==> config.mk <==
export PLATFORM = sky130hd
export DESIGN_NAME = hebbian_weight_engine_top
export DESIGN_NICKNAME = d
export VERILOG_FILES = /design/src/design/hwe_pkg.sv /design/src/design/hwe_pat_mem.sv /design/src/design/hwe_serial_div.sv /design/src/design/hebbian_weight_engine_top.sv
export SDC_FILE = /design/constraint.sdc
export NUM_CORES = 2
export LEC_CHECK = 0
export BUFFER_PORTS_ARGS = -buffer_cell sky130_fd_sc_hd__buf_2
export CAP_MARGIN = 40
export CORE_MARGIN = 5
export CORE_UTILIZATION = 45
export DETAILED_ROUTE_END_ITERATION = 10
export MAX_ROUTING_LAYER = met4
export PLACE_DENSITY_LB_ADDON = 0.15
export SYNTH_ARGS = -nofsm -noshare
export SYNTH_HDL_FRONTEND = slang
export SYNTH_SLANG_ARGS = --single-unit
export TNS_END_PERCENT = 30
==> constraint.sdc <==
create_clock -name clk -period 14.4 [get_ports clk]
set_clock_uncertainty 0.1 [all_clocks]
set_input_delay 2.16 -clock clk [delete_from_list [all_inputs] [get_ports clk]]
set_output_delay 2.16 -clock clk [all_outputs]
set_load 0.1 [all_outputs]
==> src/design/hwe_pkg.sv <==
`timescale 1ns / 1ps
`default_nettype none
// ----------------------------------------------------------------------------
// Hebbian weight engine package
// Shared sizes, operation and status codes, and the divider handshake types.
// ----------------------------------------------------------------------------
package hwe_pkg;

	localparam int MAX_NEURONS  = 64;
	localparam int MAX_PATTERNS = 64;

	// Fixed field widths of the ports.
	localparam int OP_W   = 2;
	localparam int PAT_W  = 64;
	localparam int IDX_W  = 6;
	localparam int SUM_W  = 8;
	localparam int WGT_W  = 22;
	localparam int STAT_W = 2;
	localparam int CFG_W  = 7;

	localparam logic [CFG_W-1:0] NCOUNT_RESET = 7'd64;
	localparam int Q_FRAC = 14;

	// Derived sizes.
	localparam int NIDX_W  = $clog2(MAX_NEURONS);
	localparam int PADDR_W = (MAX_PATTERNS > 1) ? $clog2(MAX_PATTERNS) : 1;
	localparam int CNT_W   = $clog2(MAX_PATTERNS + 1);
	localparam int MAG_W   = CNT_W;
	localparam int QUO_W   = MAG_W + Q_FRAC;
	localparam int DCNT_W  = $clog2(QUO_W + 1);

	localparam logic [OP_W-1:0] OP_CLEAR = 2'd0;
	localparam logic [OP_W-1:0] OP_LOAD  = 2'd1;
	localparam logic [OP_W-1:0] OP_QUERY = 2'd2;

	localparam logic [STAT_W-1:0] STAT_OK    = 2'd0;
	localparam logic [STAT_W-1:0] STAT_RANGE = 2'd1;
	localparam logic [STAT_W-1:0] STAT_FULL  = 2'd2;

	typedef struct packed {
		logic             start;
		logic [MAG_W-1:0] mag;
		logic [CFG_W-1:0] divisor;
	} hwe_div_req_t;

	typedef struct packed {
		logic             done;
		logic [QUO_W-1:0] quot;
	} hwe_div_rsp_t;

endpackage
`default_nettype wire

==> src/design/hwe_pat_mem.sv <==
`timescale 1ns / 1ps
`default_nettype none
// ----------------------------------------------------------------------------
// Pattern store
// One word per stored pattern, one write port and one registered read port.
// ----------------------------------------------------------------------------
module hwe_pat_mem
	import hwe_pkg::*;
(
	input  wire logic                   clk,
	input  wire logic                   wr_en,
	input  wire logic [PADDR_W-1:0]     wr_addr,
	input  wire logic [MAX_NEURONS-1:0] wr_data,
	input  wire logic                   rd_en,
	input  wire logic [PADDR_W-1:0]     rd_addr,
	output logic      [MAX_NEURONS-1:0] rd_data
);

	logic [MAX_NEURONS-1:0] mem_q [MAX_PATTERNS];

	always_ff @(posedge clk) begin
		if (wr_en) begin
			mem_q[wr_addr] <= wr_data;
		end
	end

	always_ff @(posedge clk) begin
		if (rd_en) begin
			rd_data <= mem_q[rd_addr];
		end
	end

endmodule
`default_nettype wire

==> src/design/hwe_serial_div.sv <==
`timescale 1ns / 1ps
`default_nettype none
// ----------------------------------------------------------------------------
// Serial weight divider
// Restoring division of (mag << Q_FRAC) by the neuron count, one bit a cycle.
// ----------------------------------------------------------------------------
module hwe_serial_div
	import hwe_pkg::*;
(
	input  wire logic         clk,
	input  wire logic         arst_n,
	input  wire hwe_div_req_t req,
	output hwe_div_rsp_t      rsp
);

	logic              busy_q;
	logic              done_q;
	logic [DCNT_W-1:0] cnt_q;
	logic [CFG_W:0]    rem_q;
	logic [QUO_W-1:0]  quo_q;
	logic [CFG_W-1:0]  div_q;

	logic [CFG_W:0]    trial;
	logic              qbit;
	logic [CFG_W:0]    rem_nxt;

	// The dividend shifts out of the top of quo_q while quotient bits enter below.
	always_comb begin
		trial   = {rem_q[CFG_W-1:0], quo_q[QUO_W-1]};
		qbit    = (trial >= {1'b0, div_q});
		rem_nxt = qbit ? (trial - {1'b0, div_q}) : trial;
	end

	always_ff @(posedge clk or negedge arst_n) begin
		if (!arst_n) begin
			busy_q <= 1'b0;
			done_q <= 1'b0;
			cnt_q  <= '0;
		end else begin
			done_q <= busy_q && (cnt_q == DCNT_W'(1));
			if (req.start) begin
				busy_q <= 1'b1;
				cnt_q  <= DCNT_W'(QUO_W);
			end else if (busy_q) begin
				cnt_q <= cnt_q - DCNT_W'(1);
				if (cnt_q == DCNT_W'(1)) begin
					busy_q <= 1'b0;
				end
			end
		end
	end

	always_ff @(posedge clk) begin
		if (req.start) begin
			quo_q <= {req.mag, {Q_FRAC{1'b0}}};
			rem_q <= '0;
			div_q <= req.divisor;
		end else if (busy_q) begin
			quo_q <= {quo_q[QUO_W-2:0], qbit};
			rem_q <= rem_nxt;
		end
	end

	assign rsp.done = done_q;
	assign rsp.quot = quo_q;

endmodule
`default_nettype wire

==> src/design/hebbian_weight_engine_top.sv <==
`timescale 1ns / 1ps
`default_nettype none
// ----------------------------------------------------------------------------
// Hebbian weight engine
// Stores +1/-1 patterns and answers Hopfield coupling weight queries.
// ----------------------------------------------------------------------------
// Clear and load items finish in the cycle they are accepted, and their result
// appears in the output register on the next cycle. A query that is in range,
// off the diagonal and has P > 0 stored patterns goes through two steps:
// the stored patterns are scanned one word per cycle through the single read
// port of the pattern memory, whose read data is registered, and the
// weight is then produced by a restoring divider that settles one quotient bit
// per cycle. Other queries finish at once. The block works on one
// item at a time; a finished result waits in the output register, and the next
// item can be taken in the same cycle that the result is transferred. Clear
// only resets the pattern count: memory words above the count are never read,
// so no clearing pass is needed.
// ----------------------------------------------------------------------------
module hebbian_weight_engine_top
	import hwe_pkg::*;
(
	input  wire logic                    clk,
	input  wire logic                    arst_n,

	input  wire logic                    cfg_wr_en,
	input  wire logic [CFG_W-1:0]        cfg_wr_data,

	input  wire logic                    in_valid,
	output logic                         in_ready,
	input  wire logic [OP_W-1:0]         op,
	input  wire logic [PAT_W-1:0]        pattern_bits,
	input  wire logic [IDX_W-1:0]        row_index,
	input  wire logic [IDX_W-1:0]        col_index,

	output logic                         out_valid,
	input  wire logic                    out_ready,
	output logic signed [SUM_W-1:0]      overlap_sum,
	output logic signed [WGT_W-1:0]      weight_fixed,
	output logic [STAT_W-1:0]            status
);

	typedef enum logic [3:0] {
		ST_IDLE = 4'b0001,
		ST_SCAN = 4'b0010,
		ST_DIV  = 4'b0100,
		ST_DONE = 4'b1000
	} state_t;

	state_t                  st_q;
	logic [CFG_W-1:0]        ncount_q;
	logic [CNT_W-1:0]        stored_cnt_q;
	logic                    out_valid_q;
	logic signed [SUM_W-1:0] sum_out_q;
	logic signed [WGT_W-1:0] wgt_out_q;
	logic [STAT_W-1:0]       stat_out_q;

	// Query context.
	logic [NIDX_W-1:0]       row_q;
	logic [NIDX_W-1:0]       col_q;
	logic [CNT_W-1:0]        scan_idx_q;
	logic [CNT_W-1:0]        diff_q;
	logic                    neg_q;
	logic signed [SUM_W-1:0] sum_q;
	logic                    rd_vld_s1;
	logic                    rd_last_s1;

	logic [CFG_W-1:0]        n_eff;
	logic                    out_free;
	logic                    in_xfer;
	logic                    full;
	logic                    go_scan;
	logic                    mem_wr;
	logic [STAT_W-1:0]       imm_status;
	logic                    issue;
	logic [CNT_W-1:0]        idx_nxt;
	logic [MAX_NEURONS-1:0]  rd_data;
	logic                    pbit;
	logic [CNT_W-1:0]        diff_fin;
	logic signed [CNT_W+1:0] s_full;
	logic signed [CNT_W+1:0] s_abs;
	logic                    fin_write;
	logic [QUO_W:0]          w_mag;
	logic [QUO_W:0]          w_val;
	hwe_div_req_t            div_req;
	hwe_div_rsp_t            div_rsp;

	// A count of zero behaves as one; anything above the array size is clamped.
	always_comb begin
		if (ncount_q == '0) begin
			n_eff = CFG_W'(1);
		end else if (ncount_q > CFG_W'(MAX_NEURONS)) begin
			n_eff = CFG_W'(MAX_NEURONS);
		end else begin
			n_eff = ncount_q;
		end
	end

	assign out_free = !out_valid_q || out_ready;
	assign in_ready = (st_q == ST_IDLE) && out_free;
	assign in_xfer  = in_valid && in_ready;
	assign full     = (stored_cnt_q >= CNT_W'(MAX_PATTERNS));

	// Decode of an accepted item. Everything but a query that needs the scan
	// produces its result directly.
	always_comb begin
		go_scan    = 1'b0;
		mem_wr     = 1'b0;
		imm_status = STAT_OK;
		unique case (op)
			OP_CLEAR: begin
				imm_status = STAT_OK;
			end
			OP_LOAD: begin
				if (full) begin
					imm_status = STAT_FULL;
				end else begin
					mem_wr = in_xfer;
				end
			end
			OP_QUERY: begin
				if (({1'b0, row_index} >= n_eff) || ({1'b0, col_index} >= n_eff)) begin
					imm_status = STAT_RANGE;
				end else if ((row_index != col_index) && (stored_cnt_q != '0)) begin
					go_scan = 1'b1;
				end
			end
			default: begin
				imm_status = STAT_OK;
			end
		endcase
	end

	// Scan: one pattern word is read per cycle; the XOR of the two selected
	// neuron bits counts the patterns where the pair disagrees.
	assign issue   = (st_q == ST_SCAN) && (scan_idx_q < stored_cnt_q);
	assign idx_nxt = scan_idx_q + CNT_W'(1);

	hwe_pat_mem u_pat_mem (
		.clk     (clk),
		.wr_en   (mem_wr),
		.wr_addr (stored_cnt_q[PADDR_W-1:0]),
		.wr_data (pattern_bits[MAX_NEURONS-1:0]),
		.rd_en   (issue),
		.rd_addr (scan_idx_q[PADDR_W-1:0]),
		.rd_data (rd_data)
	);

	assign pbit     = rd_data[row_q] ^ rd_data[col_q];
	assign diff_fin = diff_q + CNT_W'(pbit);

	// Overlap = count - 2 * disagreements, and its magnitude for the divider.
	always_comb begin
		s_full = $signed({2'b00, stored_cnt_q}) - $signed({1'b0, diff_fin, 1'b0});
		s_abs  = (s_full < 0) ? -s_full : s_full;
	end

	assign div_req.start   = rd_vld_s1 && rd_last_s1;
	assign div_req.mag     = s_abs[MAG_W-1:0];
	assign div_req.divisor = n_eff;

	hwe_serial_div u_div (
		.clk    (clk),
		.arst_n (arst_n),
		.req    (div_req),
		.rsp    (div_rsp)
	);

	assign fin_write = (((st_q == ST_DIV) && div_rsp.done) || (st_q == ST_DONE)) && out_free;
	assign w_mag     = {1'b0, div_rsp.quot};
	assign w_val     = neg_q ? (~w_mag + (QUO_W+1)'(1)) : w_mag;

	// Control state.
	always_ff @(posedge clk or negedge arst_n) begin
		if (!arst_n) begin
			st_q         <= ST_IDLE;
			ncount_q     <= NCOUNT_RESET;
			stored_cnt_q <= '0;
			out_valid_q  <= 1'b0;
			rd_vld_s1    <= 1'b0;
			rd_last_s1   <= 1'b0;
		end else begin
			if (cfg_wr_en) begin
				ncount_q <= cfg_wr_data;
			end

			rd_vld_s1  <= issue;
			rd_last_s1 <= issue && (idx_nxt == stored_cnt_q);

			if (in_xfer && (op == OP_CLEAR)) begin
				stored_cnt_q <= '0;
			end else if (mem_wr) begin
				stored_cnt_q <= stored_cnt_q + CNT_W'(1);
			end

			unique case (st_q)
				ST_IDLE: begin
					if (in_xfer && go_scan) begin
						st_q <= ST_SCAN;
					end
				end
				ST_SCAN: begin
					if (div_req.start) begin
						st_q <= ST_DIV;
					end
				end
				ST_DIV: begin
					if (div_rsp.done) begin
						st_q <= out_free ? ST_IDLE : ST_DONE;
					end
				end
				ST_DONE: begin
					if (out_free) begin
						st_q <= ST_IDLE;
					end
				end
				default: begin
					st_q <= ST_IDLE;
				end
			endcase

			if ((in_xfer && !go_scan) || fin_write) begin
				out_valid_q <= 1'b1;
			end else if (out_ready) begin
				out_valid_q <= 1'b0;
			end
		end
	end

	// Payload and query context.
	always_ff @(posedge clk) begin
		if (in_xfer && go_scan) begin
			row_q      <= row_index[NIDX_W-1:0];
			col_q      <= col_index[NIDX_W-1:0];
			scan_idx_q <= '0;
			diff_q     <= '0;
		end else begin
			if (issue) begin
				scan_idx_q <= idx_nxt;
			end
			if (rd_vld_s1) begin
				diff_q <= diff_fin;
			end
		end

		if (div_req.start) begin
			neg_q <= (s_full < 0);
			sum_q <= SUM_W'(s_full);
		end

		if (in_xfer && !go_scan) begin
			sum_out_q  <= '0;
			wgt_out_q  <= '0;
			stat_out_q <= imm_status;
		end else if (fin_write) begin
			sum_out_q  <= sum_q;
			wgt_out_q  <= WGT_W'($signed(w_val));
			stat_out_q <= STAT_OK;
		end
	end

	assign out_valid    = out_valid_q;
	assign overlap_sum  = sum_out_q;
	assign weight_fixed = wgt_out_q;
	assign status       = stat_out_q;

	// The pattern count never passes the size of the store.
	assert property (@(posedge clk) disable iff (!arst_n)
		stored_cnt_q <= CNT_W'(MAX_PATTERNS))
		else $error("pattern count beyond store size");

	// A load into a full store leaves the count untouched.
	assert property (@(posedge clk) disable iff (!arst_n)
		(in_xfer && (op == OP_LOAD) && full) |=> $stable(stored_cnt_q))
		else $error("load into full store changed the count");

	// Read data returns only while a scan is running.
	assert property (@(posedge clk) disable iff (!arst_n)
		rd_vld_s1 |-> (st_q == ST_SCAN))
		else $error("pattern read outside of a scan");

	// The divider only finishes while a query waits for it.
	assert property (@(posedge clk) disable iff (!arst_n)
		div_rsp.done |-> (st_q == ST_DIV))
		else $error("divider finished outside of a query");

endmodule
`default_nettype wire

After elaboration in Yosys (flattened, before gate mapping)
Memory sizes are Yosys's and may differ from the RTL's. A register that Yosys moved wholly into a read port is not among the register bits.
Cells that the tools add are included.

word-level totals
  flip-flop bits (word level) = 130
  memory bits (writable) = 4096
  input port bits = 90
  output and inout port bits = 34
  logic and storage cells = 119
  memories = 1

memories
  memory           words  width  read ports  clocked after memory_dff  wr ports  RTL line           text
  u_pat_mem.mem_q  64     64     1           1                         1         hwe_pat_mem.sv:19  logic [MAX_NEURONS-1:0] mem_q [MAX_PATTERNS];

cells by class
  add/sub/neg operators = 8
  order comparisons = 9
  eq/ne operators = 13
  mux-type cells = 38
  bitwise gates (word level) = 2
  reductions and logical operators = 26

operators with widths
  cell                                                                   number
  21-bit two-way mux                                                     2
  7-bit two-way mux                                                      6
  22-bit by 1-bit adder with 22-bit output (second input constant)       1
  22-bit two-way mux                                                     1
  21-bit NOT with 22-bit output                                          1
  4-bit two-way mux                                                      5
  4-bit case mux with 4 select lines                                     1
  1-bit two-way mux                                                      15
  7-bit by 1-bit adder with 7-bit output (second input constant)         2
  6-bit by 7-bit greater-or-equal comparator with 1-bit output           2
  6-bit by 7-bit < comparator with 1-bit output (second input constant)  2
  1-bit binary-select mux with 6-bit select                              2
  1-bit logical AND                                                      12
  5-bit two-way mux                                                      2
  9-bit by 1-bit < comparator with 1-bit output (second input constant)  1
  7-bit by 8-bit subtractor with 9-bit output                            1
  8-bit by 7-bit greater-or-equal comparator with 1-bit output           1
  2-bit nonzero test                                                     4
  7-bit by 1-bit adder with 7-bit output                                 1
  7-bit equality test                                                    1
  7-bit greater-or-equal comparator (second input constant)              1
  7-bit greater-than comparator (second input constant)                  1
  7-bit logical NOT                                                      1
  7-bit < comparator                                                     1
  other kinds (21)                                                       29

Depth between registers and ports, before layout
  depth after elaboration = 11
  gate-level depth with buffers = 20
  gate-level depth less buffers = 18

Cells and area by module
A second synthesis with hierarchy kept.

unflattened totals
  cells, all modules = 7383
  area, all modules = 164914.4 um^2

by module, submodules not included
  module                     instances  cells each  area an instance (um^2)  sequential area each (um^2)
  hwe_pat_mem                1          6598        156989.3                 124919.8
  hebbian_weight_engine_top  1          592         5904.4                   2099.5
  hwe_serial_div             1          193         2020.7                   1016.0

Worst setup path before layout
Ideal clock, no wire load.

  kind = input-to-reg
  start point = input port op[1]
  end point = memory u_pat_mem.mem_q[59][0] (enable)
  arrival time = 6.220 ns
  path slack = 7.593 ns
  cell stages on the path = 8
  buffers on the path = 1
  cells stage by stage = inv_1 ha_1 nor2b_1 or4b_1 buf_2 nor2_1 nand3_1 nor2_1

on the way
  longest elaborated chain between the ends = 4

RTL lines
  what                                            RTL line                          text
  start: declaration                              hebbian_weight_engine_top.sv:30   input wire logic [OP_W-1:0] op,
  2-bit by 1-bit equality test with 1-bit output  hebbian_weight_engine_top.sv:109  unique case (op)
  1-bit two-way mux                               hebbian_weight_engine_top.sv:109
  1-bit two-way mux                               hwe_pat_mem.sv:22                 if (wr_en) begin
  1-bit two-way mux (implied by the code)         hwe_pat_mem.sv:23                 mem_q[wr_addr] <= wr_data;
  end: declaration                                hwe_pat_mem.sv:19

No other way between the ends.

Worst setup path after layout
  start point = input port op[1]
  end point = memory u_pat_mem.mem_q[58][27] (enable)

The elaborated chain is that of the path after synthesis.

==> results.rst <==
.. list-table::
   :header-rows: 1

   * - Metric
     - Value
   * - Result of the run
     - finished, final reports clean
   * - Endpoint kind of the worst setup timing path
     - flip-flop
   * - Hold slack final
     - between 0.3 and 0.4 ns
   * - Register area
     - 128,100 sq um
   * - Antenna violations before repair
     - 27
   * - Global Route Usage Sum
     - between 20% and 30%
   * - Hold Path Origin
     - overlap_sum[0]
   * - Critical Path RT
     - ~15 ns
   * - Peak VDD IR
     - approximately 0.15 mV
   * - Filler Cell Count
     - 28,010
   * - Count of input and output buffers
     - between 100 and 150
   * - Number of flops mapped to enable cells by yosys
     - around 4,200
   * - Overall die area
     - roughly 380,000 sq um
   * - Gate count of the mapped netlist
     - about 6,700
   * - RD Place Congestion
     - approximately 0.81
   * - Netlist area before placement
     - 164,600 sq um
   * - Synth-to-layout area growth
     - 14.74%
   * - Static leakage
     - roughly 58 nW
   * - Drc violations
     - 0
   * - Internal Dissipation
     - 24.83 mW
   * - Number of distinct library cells after synthesis
     - 55
   * - Most used standard cell by instance count after synthesis
     - sky130_fd_sc_hd__edfxtp_1
   * - Terminus of the critical flop-to-flop path
     - u_pat_mem.rd_data[15]
   * - Global-route wire length before repair
     - around 610,000 um
   * - Fraction of power consumed by the clock network
     - between 30% and 40%
   * - Share of the yosys chip area belonging to registers
     - ~78%
   * - Drt first pass iters
     - 5
   * - Crit path time final
     - about 5.8 ns
   * - Worst hold path depth
     - 2
   * - First element of the critical path
     - op[1]
   * - Worst path arrival time
     - about 6.2 ns
   * - Core box area
     - roughly 360,000 sq um
   * - Remaining global-route overflow
     - 0
   * - Cell at the root of the clock tree
     - sky130_fd_sc_hd__clkbuf_16
   * - Period Utilization, post-route
     - between 40 and 50%
   * - Floorplan die width
     - 614.8 um
   * - List of most frequent post-synthesis cells
     - sky130_fd_sc_hd__edfxtp_1, sky130_fd_sc_hd__mux4_2, sky130_fd_sc_hd__clkbuf_1, sky130_fd_sc_hd__nor2_1, sky130_fd_sc_hd__buf_2
   * - Max-Cap Viols
     - 0
   * - Clk sink count
     - 4,290
   * - Fraction of registers with async set/reset
     - less than 1%
   * - FF-to-FF Start
     - scan_idx_q[0]
   * - Vias in the first global route
     - 77,450
   * - Slew at the pin with the worst max-slew slack
     - around 1.1 ns
   * - Max-Slew Margin vs Limit
     - between 20% and 30%
   * - Half-perimeter wire length of the detailed placement result
     - roughly 250,000 um
   * - Vertical extent of the die
     - between 600 and 700 um
   * - Warning count from the yosys run
     - 0
   * - Vias per cell
     - 6.093
   * - Class of the tightest hold or removal check
     - flip-flop to flip-flop
   * - Number of rows in the core area
     - ~220
   * - Area after DPL
     - ~170,000 sq um
   * - Power Total
     - between 30 and 40 mW
   * - CTS H-Tree Depth
     - 5
   * - Switching power summed over all nets
     - approximately 9.6 mW
   * - Buffers inserted during post-CTS setup optimization
     - 0
   * - Number of hold buffers added after CTS
     - 0
   * - Worst setup path class
     - primary input to flip-flop
   * - Register-to-register path setup slack
     - ~8.8 ns
   * - Combinational fraction of design power
     - about a quarter
   * - Most area-hungry cell type in the Yosys netlist
     - sky130_fd_sc_hd__edfxtp_1
   * - Total routed wirelength
     - approximately 430,000 um
   * - RSZ-0062 raised after global routing
     - no
   * - Post-DRT Antenna Nets
     - 0
   * - DRC marker count from the first detailed-route iteration
     - about 8,800
   * - CTS tree
     - done
   * - Number of non-filler instances in the completed layout
     - ~12,000
   * - Net count after synthesis
     - 6,803
   * - Setup TNS
     - 0 ns
   * - Number of buffers added by the clock tree synthesis step
     - between 400 and 500
   * - Total via count in the routed design
     - 75,510
   * - Fraction of power consumed by sequential logic
     - 41.1%
   * - PostCTS Resize Cnt
     - 0
   * - Worst hold endpoint
     - overlap_sum[0]
   * - Final setup violation count
     - 0
   * - Worst-path clk slew
     - approximately 0.06 ns
   * - Biggest area contributors in the synthesized netlist
     - sky130_fd_sc_hd__edfxtp_1, sky130_fd_sc_hd__mux4_2, sky130_fd_sc_hd__dfxtp_1, sky130_fd_sc_hd__clkbuf_1, sky130_fd_sc_hd__dfrtp_1
   * - Maximum number of buffers from clock root to sink
     - 4
   * - Worst reg-to-reg path cell count
     - 10
   * - Max Fanout on Critical Path
     - 32
   * - Share of the synthesized area in the top cell type
     - between 70% and 80%
   * - Number of I/O pins
     - between 100 and 150
   * - Initial cell density of the core
     - between 40% and 50%
   * - Avg Inst Size Synth
     - about 25 sq um
   * - Most used DFF post-synth
     - sky130_fd_sc_hd__edfxtp_1
   * - Routed len/inst
     - 34.64 um
   * - Multi-input combinational cell area
     - approximately 35,000 sq um
   * - Achievable clock frequency
     - approximately 170 MHz
   * - Flip-flop and latch count after synthesis
     - roughly 4,300
   * - Power density of the placed cells
     - ~180 nW/um^2
   * - Fin. Hold Viols
     - 0
   * - Max Transition Viols Final
     - 0
   * - Startpoint types
     - primary input
   * - Fraction of final layout cells sized beyond drive strength 1
     - between 30 and 40%
   * - Clk_lat worst skew
     - roughly 1 ns
   * - Placed cells
     - 11,570
   * - Number of nets in the finished design
     - 7,333
   * - Pin count of the biggest net entering global routing
     - around 140
   * - Design area
     - ~190,000 sq um
   * - Switching share of total power
     - about 28%
==> kinds of logic (layout without fill, tap and decap cells) <==
kind of cell             count (synthesis)  count (layout)  share of synthesized area, %
AND/OR/NAND/NOR                        321             321                        0.8969
other                                    0               8                             0
flip-flops                            4290            4290                         77.78
multiplexers                          1418            1418                         19.10
XOR/XNOR                                70              70                        0.3725
AO/OA/AOI/OAI                          136             136                        0.5199
adder cells (fa/ha/maj)                 46              46                        0.3588
buffers and inverters                  386            1288                        0.9729
==> final cells by class <==
cell class,instances,area share [%]
diodes,8,0.01060
clock buffers,510,6.003
clock inverters,301,1.685
inverters,41,0.08281
multi-input cells,1991,18.77
flip-flops and latches,4290,67.80
well taps,4816,3.191
repair buffers,436,2.450
==> through the flow <==
stage	util [%]	setup slack (ns)
2_1_floorplan	-	7.593
3_3_place_gp	47.13	7.273
3_5_place_dp	47.75	7.764
4_1_cts	51.73	8.583
5_1_grt	51.74	8.314
6_report	51.75	8.616
==> how the worst max path moves through the flow <==
stage	cells past startpoint	end	slack (ns)
floorplan	8	u_pat_mem.mem_q[59][0]	7.59
global placement	9	u_pat_mem.mem_q[19][40]	7.27
detailed placement	10	u_pat_mem.mem_q[26][40]	7.76
CTS	10	u_pat_mem.rd_data[15]	8.58
global route	10	u_pat_mem.rd_data[16]	8.31
finish	9	u_pat_mem.mem_q[58][27]	8.62
==> sequential cells by signal, indices dropped and copies added, names as in the netlist, 7 cells and up <==
name and cells:
u_pat_mem.mem_q 4096, u_div.div_q 7, weight_fixed 22, scan_idx_q 7
sum_q 8, ncount_q 7, diff_q 7, overlap_sum 8
u_div.quo_q 21, stored_cnt_q 7, u_div.rem_q 7, u_pat_mem.rd_data 64
==> power by group through the flow <==
stage / logic, mW / clock network (mW) / registers (mW)
after floorplan: 5.91 / 0 / 14.4
after global placement: 8.75 / 0 / 14.4
after detailed placement: 8.98 / 0 / 14.4
after CTS: 9.02 / 11.7 / 14.1
after global routing: 9.33 / 12.2 / 14.2
final: 8.83 / 11.5 / 14.1
==> layout by cell type (no fill, tap or decap), types with 11 or more instances in the layout <==
master	netlist	layout
sky130_fd_sc_hd__nand3_1	27	27
sky130_fd_sc_hd__clkinv_2	0	88
sky130_fd_sc_hd__dfrtp_1	26	26
sky130_fd_sc_hd__buf_4	7	197
sky130_fd_sc_hd__clkinvlp_4	0	16
sky130_fd_sc_hd__buf_16	0	34
sky130_fd_sc_hd__inv_1	41	40
sky130_fd_sc_hd__nand2b_1	13	13
sky130_fd_sc_hd__a21oi_1	32	32
sky130_fd_sc_hd__mux4_2	1377	1377
sky130_fd_sc_hd__a211oi_1	19	19
sky130_fd_sc_hd__nor2_4	1	65
sky130_fd_sc_hd__clkinv_1	0	111
sky130_fd_sc_hd__xnor2_1	33	33
sky130_fd_sc_hd__bufinv_16	0	59
sky130_fd_sc_hd__nand2_1	61	61
sky130_fd_sc_hd__clkbuf_16	0	443
sky130_fd_sc_hd__dfxtp_1	65	59
sky130_fd_sc_hd__buf_2	95	124
sky130_fd_sc_hd__mux2i_1	32	32
sky130_fd_sc_hd__buf_12	0	75
sky130_fd_sc_hd__edfxtp_1	4197	4197
sky130_fd_sc_hd__nor2b_1	11	11
sky130_fd_sc_hd__clkbuf_1	193	67
sky130_fd_sc_hd__ha_1	44	44
sky130_fd_sc_hd__nor2_1	150	86
sky130_fd_sc_hd__o21ai_0	38	38
sky130_fd_sc_hd__xor2_1	37	37
sky130_fd_sc_hd__nor3_1	15	15
==> critical path: stages <==
cell                      delay, ns
sky130_fd_sc_hd__buf_2         0.12
sky130_fd_sc_hd__inv_1         0.07
sky130_fd_sc_hd__ha_1          0.16
sky130_fd_sc_hd__nor2b_1       0.20
sky130_fd_sc_hd__or4b_1        0.72
sky130_fd_sc_hd__nor2_1        0.51
sky130_fd_sc_hd__nand2_1       0.66
sky130_fd_sc_hd__nor2_4        0.73
sky130_fd_sc_hd__buf_4         0.72
==> routing by layer <==
layer / up-vias / wire [um] / global-route usage, %
met5: - / 0 / -
met4: 0 / 9572 / 5.031
met3: 561 / 31160 / 3.560
met2: 3066 / 209900 / 36.37
met1: 41850 / 178600 / 32.83
li1: 30040 / - / -
Note: power is estimated with default switching activity, not from simulation.
